**config.mk**
```make
export PLATFORM = sky130hd
export DESIGN_NAME = rssi_anchor_health_monitor
export DESIGN_NICKNAME = d
export VERILOG_FILES = /design/src/sv/rahm_pkg.sv /design/src/sv/rahm_serial_mul.sv /design/src/sv/rahm_log2.sv /design/src/sv/rssi_anchor_health_monitor.sv
export SDC_FILE = /design/constraint.sdc
export NUM_CORES = 2
export LEC_CHECK = 0
export ABC_AREA = 1
export ABC_CLOCK_PERIOD_IN_PS = 12900
export BUFFER_PORTS_ARGS = -buffer_cell sky130_fd_sc_hd__buf_2
export CAP_MARGIN = 20
export CORE_MARGIN = 1
export CORE_UTILIZATION = 45
export DETAILED_ROUTE_END_ITERATION = 8
export PLACE_DENSITY_LB_ADDON = 0.05
export REMOVE_ABC_BUFFERS = 1
export SETUP_SLACK_MARGIN = 0.4
export SLEW_MARGIN = 25
export SYNTH_ARGS = -nofsm -noshare
export SYNTH_HDL_FRONTEND = slang
export SYNTH_SLANG_ARGS = --single-unit
```
**constraint.sdc**
```tcl
create_clock -name clk_i -period 12.9 [get_ports clk_i]
set_clock_uncertainty 0.05 [all_clocks]
set_input_delay 0.645 -clock clk_i [delete_from_list [all_inputs] [get_ports clk_i]]
set_output_delay 0.645 -clock clk_i [all_outputs]
set_load 0.02 [all_outputs]
```
**src/sv/rahm_pkg.sv**
```systemverilog
// ----------------------------------------------------------------------------
// rahm_pkg
// Shared types, constants and the log2 fraction table of the anchor health
// monitor.
// ----------------------------------------------------------------------------
package rahm_pkg;

  // Fraction table of the fixed-point log2.
  localparam int unsigned LOG_TABLE_BITS = 6;
  localparam int unsigned LOG_ENTRIES    = 1 << LOG_TABLE_BITS;
  localparam int unsigned LOG_ROM_DEPTH  = LOG_ENTRIES + 1;
  localparam int unsigned LOG_IDX_W      = $clog2(LOG_ROM_DEPTH);
  localparam int unsigned LOG_FRAC_BITS  = 16;
  localparam int unsigned LOG_ENTRY_W    = LOG_FRAC_BITS + 1;
  localparam int unsigned INTERP_BITS    = 8;

  // Distances are normalized in a register of this width.
  localparam int unsigned NORM_W = 20;
  localparam int unsigned EXP_W  = $clog2(NORM_W);
  localparam int unsigned LOG_W  = EXP_W + LOG_FRAC_BITS;

  // Bit-serial multiplier: multiplicand width, multiplier width, product.
  localparam int unsigned MUL_AW    = 32;
  localparam int unsigned MUL_BW    = 18;
  localparam int unsigned MUL_PW    = MUL_AW + MUL_BW;
  localparam int unsigned MUL_CNT_W = $clog2(MUL_BW + 1);

  // 10 * log10(2) in Q.16.
  localparam logic [MUL_BW-1:0] TEN_LOG10_2_Q16 = 18'd197283;

  localparam logic [16:0] LAMBDA_ONE  = 17'd65536;
  localparam logic [23:0] WARN_LEVEL  = 24'd1024;
  localparam logic [23:0] FAULT_LEVEL = 24'd2048;
  localparam logic [23:0] AVG_MAX     = 24'hFF_FFFF;

  localparam int unsigned CFG_IDX_W  = 2;
  localparam int unsigned CFG_DATA_W = 20;

  typedef enum logic [CFG_IDX_W-1:0] {
    CFG_LAMBDA    = 2'd0,
    CFG_REF_DIST  = 2'd1,
    CFG_INV_SIGMA = 2'd2
  } cfg_reg_e;

  typedef enum logic [3:0] {
    ST_IDLE,
    ST_NORM,
    ST_PREP,
    ST_MUL_NL,
    ST_MUL_K,
    ST_RESID,
    ST_MUL_SIG,
    ST_SQUARE,
    ST_MUL_ZZ,
    ST_MUL_LQ,
    ST_MUL_LA,
    ST_FINISH
  } rahm_state_e;

  typedef struct packed {
    logic              start;
    logic [MUL_AW-1:0] a;
    logic [MUL_BW-1:0] b;
  } mul_req_t;

  // Entry i holds log2(1 + i / LOG_ENTRIES) in Q.16, truncated, found by
  // repeated squaring. The last entry is exactly one.
  function automatic logic [LOG_ROM_DEPTH-1:0][LOG_ENTRY_W-1:0] build_log_rom();
    logic [LOG_ROM_DEPTH-1:0][LOG_ENTRY_W-1:0] rom;
    logic [63:0]                               m;
    logic [LOG_FRAC_BITS-1:0]                  acc;
    rom = '0;
    for (int i = 0; i < int'(LOG_ROM_DEPTH); i++) begin
      if (i == int'(LOG_ENTRIES)) begin
        rom[i] = LOG_ENTRY_W'(1 << LOG_FRAC_BITS);
      end else begin
        m   = 64'(int'(LOG_ENTRIES) + i) << (30 - LOG_TABLE_BITS);
        acc = '0;
        for (int b = int'(LOG_FRAC_BITS) - 1; b >= 0; b--) begin
          m = (m * m) >> 30;
          if (m >= 64'h0000_0000_8000_0000) begin
            acc[b] = 1'b1;
            m      = m >> 1;
          end
        end
        rom[i] = {1'b0, acc};
      end
    end
    return rom;
  endfunction

  localparam logic [LOG_ROM_DEPTH-1:0][LOG_ENTRY_W-1:0] LOG_ROM = build_log_rom();

endpackage

```
**src/sv/rahm_serial_mul.sv**
```systemverilog
// ----------------------------------------------------------------------------
// rahm_serial_mul
// Shift-and-add multiplier that retires one multiplier bit per cycle.
// ----------------------------------------------------------------------------
module rahm_serial_mul import rahm_pkg::*; (
  input  logic              clk_i,
  input  logic              rst_ni,
  input  mul_req_t          req_i,
  output logic              done_o,
  output logic [MUL_PW-1:0] product_o
);

  logic [MUL_AW-1:0]    a_q;
  logic [MUL_PW-1:0]    p_q;
  logic [MUL_PW-1:0]    p_d;
  logic [MUL_CNT_W-1:0] cnt_q;
  logic                 busy_q;
  logic                 done_q;
  logic [MUL_AW-1:0]    addend;
  logic [MUL_AW:0]      upper_sum;

  // The multiplier sits in the low bits and drains out at bit zero while the
  // partial product grows in from the top.
  always_comb begin
    addend    = p_q[0] ? a_q : '0;
    upper_sum = {1'b0, p_q[MUL_PW-1:MUL_BW]} + {1'b0, addend};
    p_d       = {upper_sum, p_q[MUL_BW-1:1]};
  end

  always_ff @(posedge clk_i or negedge rst_ni) begin
    if (!rst_ni) begin
      busy_q <= 1'b0;
      done_q <= 1'b0;
      cnt_q  <= '0;
    end else begin
      done_q <= 1'b0;
      if (req_i.start) begin
        busy_q <= 1'b1;
        cnt_q  <= MUL_CNT_W'(MUL_BW);
      end else if (busy_q) begin
        cnt_q <= cnt_q - MUL_CNT_W'(1);
        if (cnt_q == MUL_CNT_W'(1)) begin
          busy_q <= 1'b0;
          done_q <= 1'b1;
        end
      end
    end
  end

  always_ff @(posedge clk_i) begin
    if (req_i.start) begin
      a_q <= req_i.a;
      p_q <= {{MUL_AW{1'b0}}, req_i.b};
    end else if (busy_q) begin
      p_q <= p_d;
    end
  end

  assign done_o    = done_q;
  assign product_o = p_q;

endmodule

```
**src/sv/rahm_log2.sv**
```systemverilog
// ----------------------------------------------------------------------------
// rahm_log2
// Fixed-point log2 of a nonzero distance: a serial leading-one search followed
// by one table lookup with linear interpolation.
// ----------------------------------------------------------------------------
module rahm_log2 import rahm_pkg::*; (
  input  logic              clk_i,
  input  logic              rst_ni,
  input  logic              start_i,
  input  logic [NORM_W-1:0] value_i,
  output logic              busy_o,
  output logic [LOG_W-1:0]  log_o
);

  logic [NORM_W-1:0]         x_q;
  logic [EXP_W-1:0]          e_q;
  logic                      busy_q;
  logic [LOG_W-1:0]          log_q;
  logic [LOG_TABLE_BITS-1:0] idx;
  logic [LOG_IDX_W-1:0]      idx_lo;
  logic [LOG_IDX_W-1:0]      idx_hi;
  logic [INTERP_BITS-1:0]    rem;
  logic [LOG_ENTRY_W-1:0]    t0;
  logic [LOG_ENTRY_W-1:0]    t1;
  logic [LOG_ENTRY_W-1:0]    step;
  logic [LOG_ENTRY_W+INTERP_BITS-1:0] interp;
  logic [LOG_FRAC_BITS-1:0]  frac;

  // Once the leading one sits at the top, the bits below it index the table
  // and the following bits interpolate between neighboring entries.
  always_comb begin
    idx    = x_q[NORM_W-2 -: LOG_TABLE_BITS];
    rem    = x_q[NORM_W-2-LOG_TABLE_BITS -: INTERP_BITS];
    idx_lo = {1'b0, idx};
    idx_hi = idx_lo + LOG_IDX_W'(1);
    t0     = LOG_ROM[idx_lo];
    t1     = LOG_ROM[idx_hi];
    step   = t1 - t0;
    interp = (LOG_ENTRY_W+INTERP_BITS)'(step) * (LOG_ENTRY_W+INTERP_BITS)'(rem);
    frac   = LOG_FRAC_BITS'(t0 + LOG_ENTRY_W'(interp >> INTERP_BITS));
  end

  always_ff @(posedge clk_i or negedge rst_ni) begin
    if (!rst_ni) begin
      busy_q <= 1'b0;
    end else if (start_i) begin
      busy_q <= 1'b1;
    end else if (busy_q && x_q[NORM_W-1]) begin
      busy_q <= 1'b0;
    end
  end

  always_ff @(posedge clk_i) begin
    if (start_i) begin
      x_q <= value_i;
      e_q <= EXP_W'(NORM_W - 1);
    end else if (busy_q) begin
      if (x_q[NORM_W-1]) begin
        log_q <= {e_q, frac};
      end else begin
        x_q <= {x_q[NORM_W-2:0], 1'b0};
        e_q <= e_q - EXP_W'(1);
      end
    end
  end

  assign busy_o = busy_q;
  assign log_o  = log_q;

endmodule

```
**src/sv/rssi_anchor_health_monitor.sv**
```systemverilog
// ----------------------------------------------------------------------------
// rssi_anchor_health_monitor
// Health check of one anchor: log-distance residual, z-score and a saturating
// exponentially weighted average of z squared with warning and fault flags.
// ----------------------------------------------------------------------------
//
//   Channel  Direction  Handshake                 Word
//   -------  ---------  ------------------------  ---------------------------------
//   cfg      in         cfg_valid_i / cfg_ready_o  cfg_index_i, cfg_data_i
//   in       in         in_valid_i / in_stall_o    rssi, ref rssi, exponent, dist, time
//   out      out        out_valid_o / out_stall_i  z_score, health_average, flags
//
// The time from acceptance of an input word to a loaded result grows with the
// larger leading-zero count (0 to 19) of the two 20-bit distances, since the
// leading-one search shifts one bit per cycle. Six products run one after
// another through one bit-serial multiplier.
// Reset is asynchronous and active low; it loads the register defaults and
// clears the average and the last seen time. No clearing pass follows.
// A result waits in the output register while the output is stalled; the
// block takes the next word meanwhile and holds its own result until the
// output register frees up.
// ----------------------------------------------------------------------------
module rssi_anchor_health_monitor import rahm_pkg::*; #(
  parameter int unsigned DIST_BITS = 20
) (
  input  logic                  clk_i,
  input  logic                  rst_ni,
  // Configuration writes.
  input  logic                  cfg_valid_i,
  output logic                  cfg_ready_o,
  input  logic [CFG_IDX_W-1:0]  cfg_index_i,
  input  logic [CFG_DATA_W-1:0] cfg_data_i,
  // Measurement words.
  input  logic                  in_valid_i,
  output logic                  in_stall_o,
  input  logic signed [11:0]    measured_rssi_i,
  input  logic signed [11:0]    ref_rssi_i,
  input  logic [10:0]           path_exponent_i,
  input  logic [19:0]           distance_mm_i,
  input  logic [31:0]           now_time_i,
  // Result words.
  output logic                  out_valid_o,
  input  logic                  out_stall_i,
  output logic signed [15:0]    z_score_o,
  output logic [23:0]           health_average_o,
  output logic                  warning_flag_o,
  output logic                  faulty_flag_o
);

  // Distance bits above DIST_BITS are ignored; the port holds at most 20.
  localparam int unsigned DistW = (DIST_BITS < NORM_W) ? DIST_BITS : NORM_W;

  rahm_state_e state_q, state_d;

  // Configuration registers.
  logic [16:0] lambda_q;
  logic [19:0] ref_dist_q;
  logic [15:0] inv_sigma_q;

  // Anchor state.
  logic [23:0] health_avg_q;
  logic [31:0] last_seen_q;

  // Captured word and intermediate results.
  logic signed [11:0] meas_q;
  logic signed [11:0] refr_q;
  logic [10:0]        n_q;
  logic               lneg_q;
  logic [21:0]        loss_q;
  logic               rneg_q;
  logic signed [15:0] z_q;
  logic [46:0]        lq_q;

  // Output register.
  logic               out_valid_q;
  logic signed [15:0] out_z_q;
  logic [23:0]        out_avg_q;
  logic               out_warn_q;
  logic               out_fault_q;

  logic              in_accept;
  logic              out_free;
  logic              out_load;
  logic              log_start;
  logic [NORM_W-1:0] dist_in;
  logic [NORM_W-1:0] dist_clamp;
  logic [NORM_W-1:0] d0_clamp;
  logic              log_d_busy;
  logic              log_0_busy;
  logic [LOG_W-1:0]  log_d;
  logic [LOG_W-1:0]  log_0;

  mul_req_t          mul_req;
  logic              mul_done;
  logic [MUL_PW-1:0] product;

  // Arithmetic between the multiplier passes.
  logic [LOG_W:0]      lg;
  logic                lneg;
  logic [LOG_W-1:0]    lmag;
  logic [MUL_PW-1:0]   loss_sum;
  logic [21:0]         loss;
  logic signed [12:0]  diff;
  logic [23:0]         loss_signed;
  logic [23:0]         resid;
  logic                rneg;
  logic [23:0]         rmag;
  logic [MUL_PW-1:0]   z_round;
  logic [18:0]         zmag;
  logic signed [15:0]  zsat;
  logic [15:0]         zabs;
  logic [16:0]         lam_sat;
  logic [16:0]         lam_inv;
  logic [48:0]         avg_sum;
  logic [24:0]         avg_raw;
  logic [23:0]         avg_sat;

  assign cfg_ready_o = 1'b1;
  assign in_stall_o  = (state_q != ST_IDLE);
  assign in_accept   = in_valid_i && !in_stall_o;
  assign out_free    = !out_valid_q || !out_stall_i;

  // A zero distance, measured or reference, counts as one millimetre.
  always_comb begin
    dist_in    = NORM_W'(distance_mm_i[DistW-1:0]);
    dist_clamp = (dist_in == '0) ? NORM_W'(1) : dist_in;
    d0_clamp   = (ref_dist_q == '0) ? NORM_W'(1) : ref_dist_q;
  end

  rahm_log2 u_log_dist (
    .clk_i   (clk_i),
    .rst_ni  (rst_ni),
    .start_i (log_start),
    .value_i (dist_clamp),
    .busy_o  (log_d_busy),
    .log_o   (log_d)
  );

  rahm_log2 u_log_ref (
    .clk_i   (clk_i),
    .rst_ni  (rst_ni),
    .start_i (log_start),
    .value_i (d0_clamp),
    .busy_o  (log_0_busy),
    .log_o   (log_0)
  );

  rahm_serial_mul u_mul (
    .clk_i     (clk_i),
    .rst_ni    (rst_ni),
    .req_i     (mul_req),
    .done_o    (mul_done),
    .product_o (product)
  );

  always_comb begin
    // The log ratio is handled as sign and magnitude through the products.
    lg   = {1'b0, log_d} - {1'b0, log_0};
    lneg = lg[LOG_W];
    lmag = lneg ? LOG_W'(-lg) : lg[LOG_W-1:0];

    // n * |L| * K back to Q.12 dB, nearest with ties away from zero.
    loss_sum = product + (MUL_PW'(1) << 27);
    loss     = loss_sum[49:28];

    // Residual in Q.12 dB: (measured - reference) plus the path loss.
    diff        = {meas_q[11], meas_q} - {refr_q[11], refr_q};
    loss_signed = lneg_q ? -{2'b00, loss_q} : {2'b00, loss_q};
    resid       = {{3{diff[12]}}, diff, 8'h00} + loss_signed;
    rneg        = resid[23];
    rmag        = rneg ? -resid : resid;

    // z from Q.28 to Q.8 on the magnitude, then saturated to 16 bits.
    z_round = product + (MUL_PW'(1) << 19);
    zmag    = z_round[38:20];
    if (!rneg_q) begin
      zsat = (zmag > 19'd32767) ? 16'sh7FFF : signed'(zmag[15:0]);
    end else begin
      zsat = (zmag > 19'd32768) ? 16'sh8000 : signed'(-zmag[15:0]);
    end
    zabs = z_q[15] ? unsigned'(-z_q) : unsigned'(z_q);

    // A weight above one acts as one.
    lam_sat = (lambda_q > LAMBDA_ONE) ? LAMBDA_ONE : lambda_q;
    lam_inv = LAMBDA_ONE - lam_sat;

    // Blend of the two products, rounded from Q.32 to Q.8 and saturated.
    avg_sum = 49'(lq_q) + {1'b0, product[39:0], 8'h00} + (49'(1) << 23);
    avg_raw = avg_sum[48:24];
    avg_sat = avg_raw[24] ? AVG_MAX : avg_raw[23:0];
  end

  // Sequencer: next state, log starts, multiplier requests and output load.
  always_comb begin
    state_d   = state_q;
    mul_req   = '0;
    log_start = 1'b0;
    out_load  = 1'b0;
    unique case (state_q)
      ST_IDLE: begin
        if (in_accept) begin
          log_start = 1'b1;
          state_d   = ST_NORM;
        end
      end
      ST_NORM: begin
        if (!log_d_busy && !log_0_busy) begin
          state_d = ST_PREP;
        end
      end
      ST_PREP: begin
        mul_req.start = 1'b1;
        mul_req.a     = MUL_AW'(lmag);
        mul_req.b     = MUL_BW'(n_q);
        state_d       = ST_MUL_NL;
      end
      ST_MUL_NL: begin
        if (mul_done) begin
          mul_req.start = 1'b1;
          mul_req.a     = product[MUL_AW-1:0];
          mul_req.b     = TEN_LOG10_2_Q16;
          state_d       = ST_MUL_K;
        end
      end
      ST_MUL_K: begin
        if (mul_done) begin
          state_d = ST_RESID;
        end
      end
      ST_RESID: begin
        mul_req.start = 1'b1;
        mul_req.a     = MUL_AW'(rmag);
        mul_req.b     = MUL_BW'(inv_sigma_q);
        state_d       = ST_MUL_SIG;
      end
      ST_MUL_SIG: begin
        if (mul_done) begin
          state_d = ST_SQUARE;
        end
      end
      ST_SQUARE: begin
        mul_req.start = 1'b1;
        mul_req.a     = MUL_AW'(zabs);
        mul_req.b     = MUL_BW'(zabs);
        state_d       = ST_MUL_ZZ;
      end
      ST_MUL_ZZ: begin
        if (mul_done) begin
          mul_req.start = 1'b1;
          mul_req.a     = MUL_AW'(product[30:0]);
          mul_req.b     = MUL_BW'(lam_sat);
          state_d       = ST_MUL_LQ;
        end
      end
      ST_MUL_LQ: begin
        if (mul_done) begin
          mul_req.start = 1'b1;
          mul_req.a     = MUL_AW'(health_avg_q);
          mul_req.b     = MUL_BW'(lam_inv);
          state_d       = ST_MUL_LA;
        end
      end
      ST_MUL_LA: begin
        if (mul_done) begin
          state_d = ST_FINISH;
        end
      end
      ST_FINISH: begin
        if (out_free) begin
          out_load = 1'b1;
          state_d  = ST_IDLE;
        end
      end
      default: begin
        state_d = ST_IDLE;
      end
    endcase
  end

  always_ff @(posedge clk_i or negedge rst_ni) begin
    if (!rst_ni) begin
      state_q      <= ST_IDLE;
      lambda_q     <= 17'd6554;
      ref_dist_q   <= 20'd1000;
      inv_sigma_q  <= 16'd16384;
      health_avg_q <= '0;
      last_seen_q  <= '0;
      out_valid_q  <= 1'b0;
    end else begin
      state_q <= state_d;
      // Writes to an index past the register list are dropped.
      if (cfg_valid_i && cfg_ready_o) begin
        unique case (cfg_index_i)
          CFG_LAMBDA:    lambda_q    <= cfg_data_i[16:0];
          CFG_REF_DIST:  ref_dist_q  <= cfg_data_i[19:0];
          CFG_INV_SIGMA: inv_sigma_q <= cfg_data_i[15:0];
          default: ;
        endcase
      end
      if (in_accept) begin
        last_seen_q <= now_time_i;
      end
      if (state_q == ST_MUL_LA && mul_done) begin
        health_avg_q <= avg_sat;
      end
      if (out_load) begin
        out_valid_q <= 1'b1;
      end else if (!out_stall_i) begin
        out_valid_q <= 1'b0;
      end
    end
  end

  always_ff @(posedge clk_i) begin
    if (in_accept) begin
      meas_q <= measured_rssi_i;
      refr_q <= ref_rssi_i;
      n_q    <= path_exponent_i;
    end
    if (state_q == ST_PREP) begin
      lneg_q <= lneg;
    end
    if (state_q == ST_MUL_K && mul_done) begin
      loss_q <= loss;
    end
    if (state_q == ST_RESID) begin
      rneg_q <= rneg;
    end
    if (state_q == ST_MUL_SIG && mul_done) begin
      z_q <= zsat;
    end
    if (state_q == ST_MUL_LQ && mul_done) begin
      lq_q <= product[46:0];
    end
    if (out_load) begin
      out_z_q     <= z_q;
      out_avg_q   <= health_avg_q;
      out_warn_q  <= (health_avg_q >= WARN_LEVEL) && (health_avg_q < FAULT_LEVEL);
      out_fault_q <= (health_avg_q >= FAULT_LEVEL);
    end
  end

  assign out_valid_o      = out_valid_q;
  assign z_score_o        = out_z_q;
  assign health_average_o = out_avg_q;
  assign warning_flag_o   = out_warn_q;
  assign faulty_flag_o    = out_fault_q;

endmodule

```
==> metrics.md <==
| Metric | Value |
|---|---|
| Cell at the slowest stage of the critical path | a2111oi_0 |
| Cell variety after synth | 71 |
| Placed insts | 7356 |
| Initial antenna violation count | 0 |
| Syn Std Cell Area | 44200 sq um |
| Ant diodes | 0 |
| Worst r2r path cells | 38 |
| H-tree Lvls | 2 |
| Final setup vio count | 0 |
| Row count | 114 |
| CP peak stage delay | 1000 ps |
| Most frequent cells in the layout | nand2_1 (1256), inv_1 (946), nor2_1 (710), o21ai_0 (403), a21oi_1 (375) |
| Clk Tree Root Cell | clkbuf_16 |
| Flops & latches, synth | 453 |
| Layout area overhead | 8.45% |
| Fin cells | 7458 |
| Hold Violations, Final | 0 |
| Worst-skew pair later-pin latency | 660 ps |
| Antenna-violating nets left | 0 |
| Hold Crit Depth | 1 |
| Nets | 6801 |
| CP Max Fanout | 14 |
| Relative slew slack | 22.1% |
| Critical path type | reg2reg |
| Die area | 99500 sq um |
| Startpoint class of the critical path | flip-flop |
| CP delay by family, top | adder cells |
| EDFF count, synth | 288 |
| Detail Placement HPWL | 112000 microns |
| Post-layout min period | 10850 ps |
| Most common library cell in the layout ignoring fill and taps | nand2_1 |
| Pin count of the biggest net entering global routing | 64 |
| Routed WL per cell | 19.0 microns |
| Initial Util | 45.6% |
| RSZ-0062 raised after global routing | false |
| Chip height | 315 microns |
| Slew Viols, Final | 0 |
| DRC viols | 0 |
| Seq/Total Area, Yosys | 28.1% |
| YS warnings | 0 |
| Post-CTS setup buffer count | 0 |
| CTS Buf Count | 54 |
| Total number of vias | 41000 |
| Hold WS | 111 ps |
| CP Depth | 38 |
| Post_cts resized | 0 |
| CTS tree | yes |
| CP bufs+invs | 7 |
| Final setup TNS | 0 ps |
| Via count of the first global-routing pass | 38800 |
| Min-delay worst type | in2reg |
| Ratio of final minimum period to clock period | 84.1% |
| First-pass GRT wire length | 221000 microns |
| Share of cells above drive strength 1 | 5.77% |
| Global route total overflow | 0 |
| Tightest Pin Transition | 1140 ps |
| CP dominant cell by count | inv_1 |
| Via density | 5.50 |
| Main synth FF type | edfxtp_1 |
| GRT Total Usage | 28.3% |
| CP Data Arrival Time | 11200 ps |
| Drt pass-1 iters | 8 |
| Clk sinks | 453 |
| I/O pin total | 159 |
| F_max | 92.2 MHz |
| Area of the core | 97000 sq um |
| Final wirelength | 142000 microns |
| # Max-Cap Violations | 0 |
| Clock Tree Buf Depth | 3 |
| DR iter-0 viols | 3878 |
| # port buffers | 125 |
| Clock transition at the registers of the reported paths | 70 ps |
| Post-Synthesis Cells | 6067 |
| Nature of the critical path endpoint | flip-flop |
| WP data required | 13250 ps |
| Die W | 315 microns |
| Final RePlAce weighted congestion | 0.956 |
| Synthesized area per cell | 7.29 sq um |
| Status | finished, final reports clean |
| FFs w/ async S/R, synth | 20.1% |
[repair_timing]
action / in CTS / in global routing
hold buffers: 1 / 0
endpoints found under the hold margin: 29 / 0
endpoints found under the setup margin: 0 / 0
[per-stage QoR]
| stage | worst slack, ps | cell area, sq um | util, % |
|---|---|---|---|
| finish | 2050 | 47900 | 49.4 |
| global route | 1320 | 47900 | 49.4 |
| CTS | 2260 | 47900 | 49.4 |
| detailed placement | 2320 | 46100 | 47.5 |
| global placement | 2190 | 46100 | 47.5 |
| floorplan | 3380 | 43500 | - |
[cells by family after synthesis]
group / after synthesis / synth area share, %
AO/OA/AOI/OAI: 1147 / 15.1
XOR/XNOR: 197 / 3.90
adder cells (fa/ha/maj): 550 / 18.7
buffers and inverters: 1127 / 9.82
flip-flops: 453 / 28.1
multiplexers: 2 / 0.0509
other: 1 / 0.00848
AND/OR/NAND/NOR: 2590 / 24.3
[path summary, 6_finish.rpt]
path | start | endpoint | slack [ps]
hold / removal | path_exponent_i[6] | n_q[6] | 110
max in group asynchronous | rst_ni | inv_sigma_q[5] | 11120
hold reg to reg | u_log_ref.e_q[4] | u_log_ref.log_o[20] | 410
setup / recovery | u_log_dist.x_q[13] | u_log_dist.log_o[15] | 2050
setup reg to reg | u_log_dist.x_q[13] | u_log_dist.log_o[15] | 2050
min in group asynchronous | rst_ni | u_mul.cnt_q[4] | 450
[synth_stat cells (5+ instances only)]
| cell | instances | area share [%] |
|---|---|---|
| inv_1 | 947 | 8.0 |
| o21ai_0 | 403 | 4.6 |
| buf_2 | 32 | 0.36 |
| nand2_1 | 1256 | 11 |
| o21bai_1 | 26 | 0.44 |
| dfstp_2 | 14 | 0.83 |
| buf_4 | 8 | 0.14 |
| nand3b_1 | 18 | 0.31 |
| ha_1 | 366 | 10 |
| o22ai_1 | 14 | 0.20 |
| o41ai_1 | 6 | 0.12 |
| o2111ai_1 | 5 | 0.099 |
| nor4_1 | 35 | 0.50 |
| dfrtp_1 | 77 | 4.4 |
| inv_2 | 13 | 0.11 |
| a311oi_1 | 9 | 0.18 |
| dfxtp_1 | 74 | 3.4 |
| or2_2 | 18 | 0.25 |
| a21o_1 | 34 | 0.58 |
| xor2_1 | 142 | 2.8 |
| nand4_1 | 68 | 0.96 |
| o31ai_1 | 23 | 0.39 |
| buf_6 | 5 | 0.13 |
| edfxtp_1 | 288 | 20 |
| o21a_1 | 13 | 0.22 |
| clkbuf_1 | 112 | 0.95 |
| a22oi_1 | 5 | 0.085 |
| a21boi_0 | 12 | 0.20 |
| clkinv_1 | 6 | 0.051 |
| o221ai_1 | 17 | 0.34 |
| xnor2_1 | 55 | 1.1 |
| a21oi_1 | 375 | 4.2 |
| fa_1 | 184 | 8.3 |
| o21ai_1 | 28 | 0.32 |
| nor2_1 | 716 | 6.1 |
| o21ai_2 | 9 | 0.18 |
| nand3_1 | 369 | 4.2 |
| a22o_1 | 8 | 0.16 |
| a31oi_1 | 55 | 0.78 |
| nor3_1 | 81 | 0.92 |
| a221oi_1 | 18 | 0.36 |
| nor2_2 | 5 | 0.071 |
| o211ai_1 | 50 | 0.85 |
| a211oi_1 | 10 | 0.17 |
| nand2_2 | 7 | 0.099 |
[worst register-to-register path, delay by kind of cell, from the launching register on]
family | cells | cell delay (ps)
flops | 1 | 320
compound gates | 10 | 2810
buf+inv | 7 | 1090
simple gates | 11 | 2040
xor+xnor | 2 | 650
fa+ha+maj | 8 | 3670
[cell type report]
class | instances | area (sq um)
clock buffers | 64 | 1460
clock inverters | 37 | 340
fillers | 9888 | 49100
inverters | 967 | 3630
multi-input cells | 4487 | 27500
flip-flops and latches | 453 | 12400
well taps | 1276 | 1600
repair buffers | 174 | 998
[routing by layer]
metal	part of all wire, %	GRT usage [%]
met1	45	39.1
met2	46	46.5
met3	4.6	2.44
met4	3.6	9.77
met5	0	0
[flip-flops by register name, indices dropped and copies added, names as in the netlist, 20 cells and up]
signal and flops:
ref_dist_q 20, health_average_o 24, u_log_ref.x_q 20, u_mul.a_q 32, u_log_dist.x_q 20, health_avg_q 24
u_log_ref.log_o 21, u_log_dist.log_o 21, u_mul.product_o 50, loss_q 22, lq_q 39
Power is not shown: default switching activity piles up to over one toggle a cycle in this logic, so the estimate is an artifact.
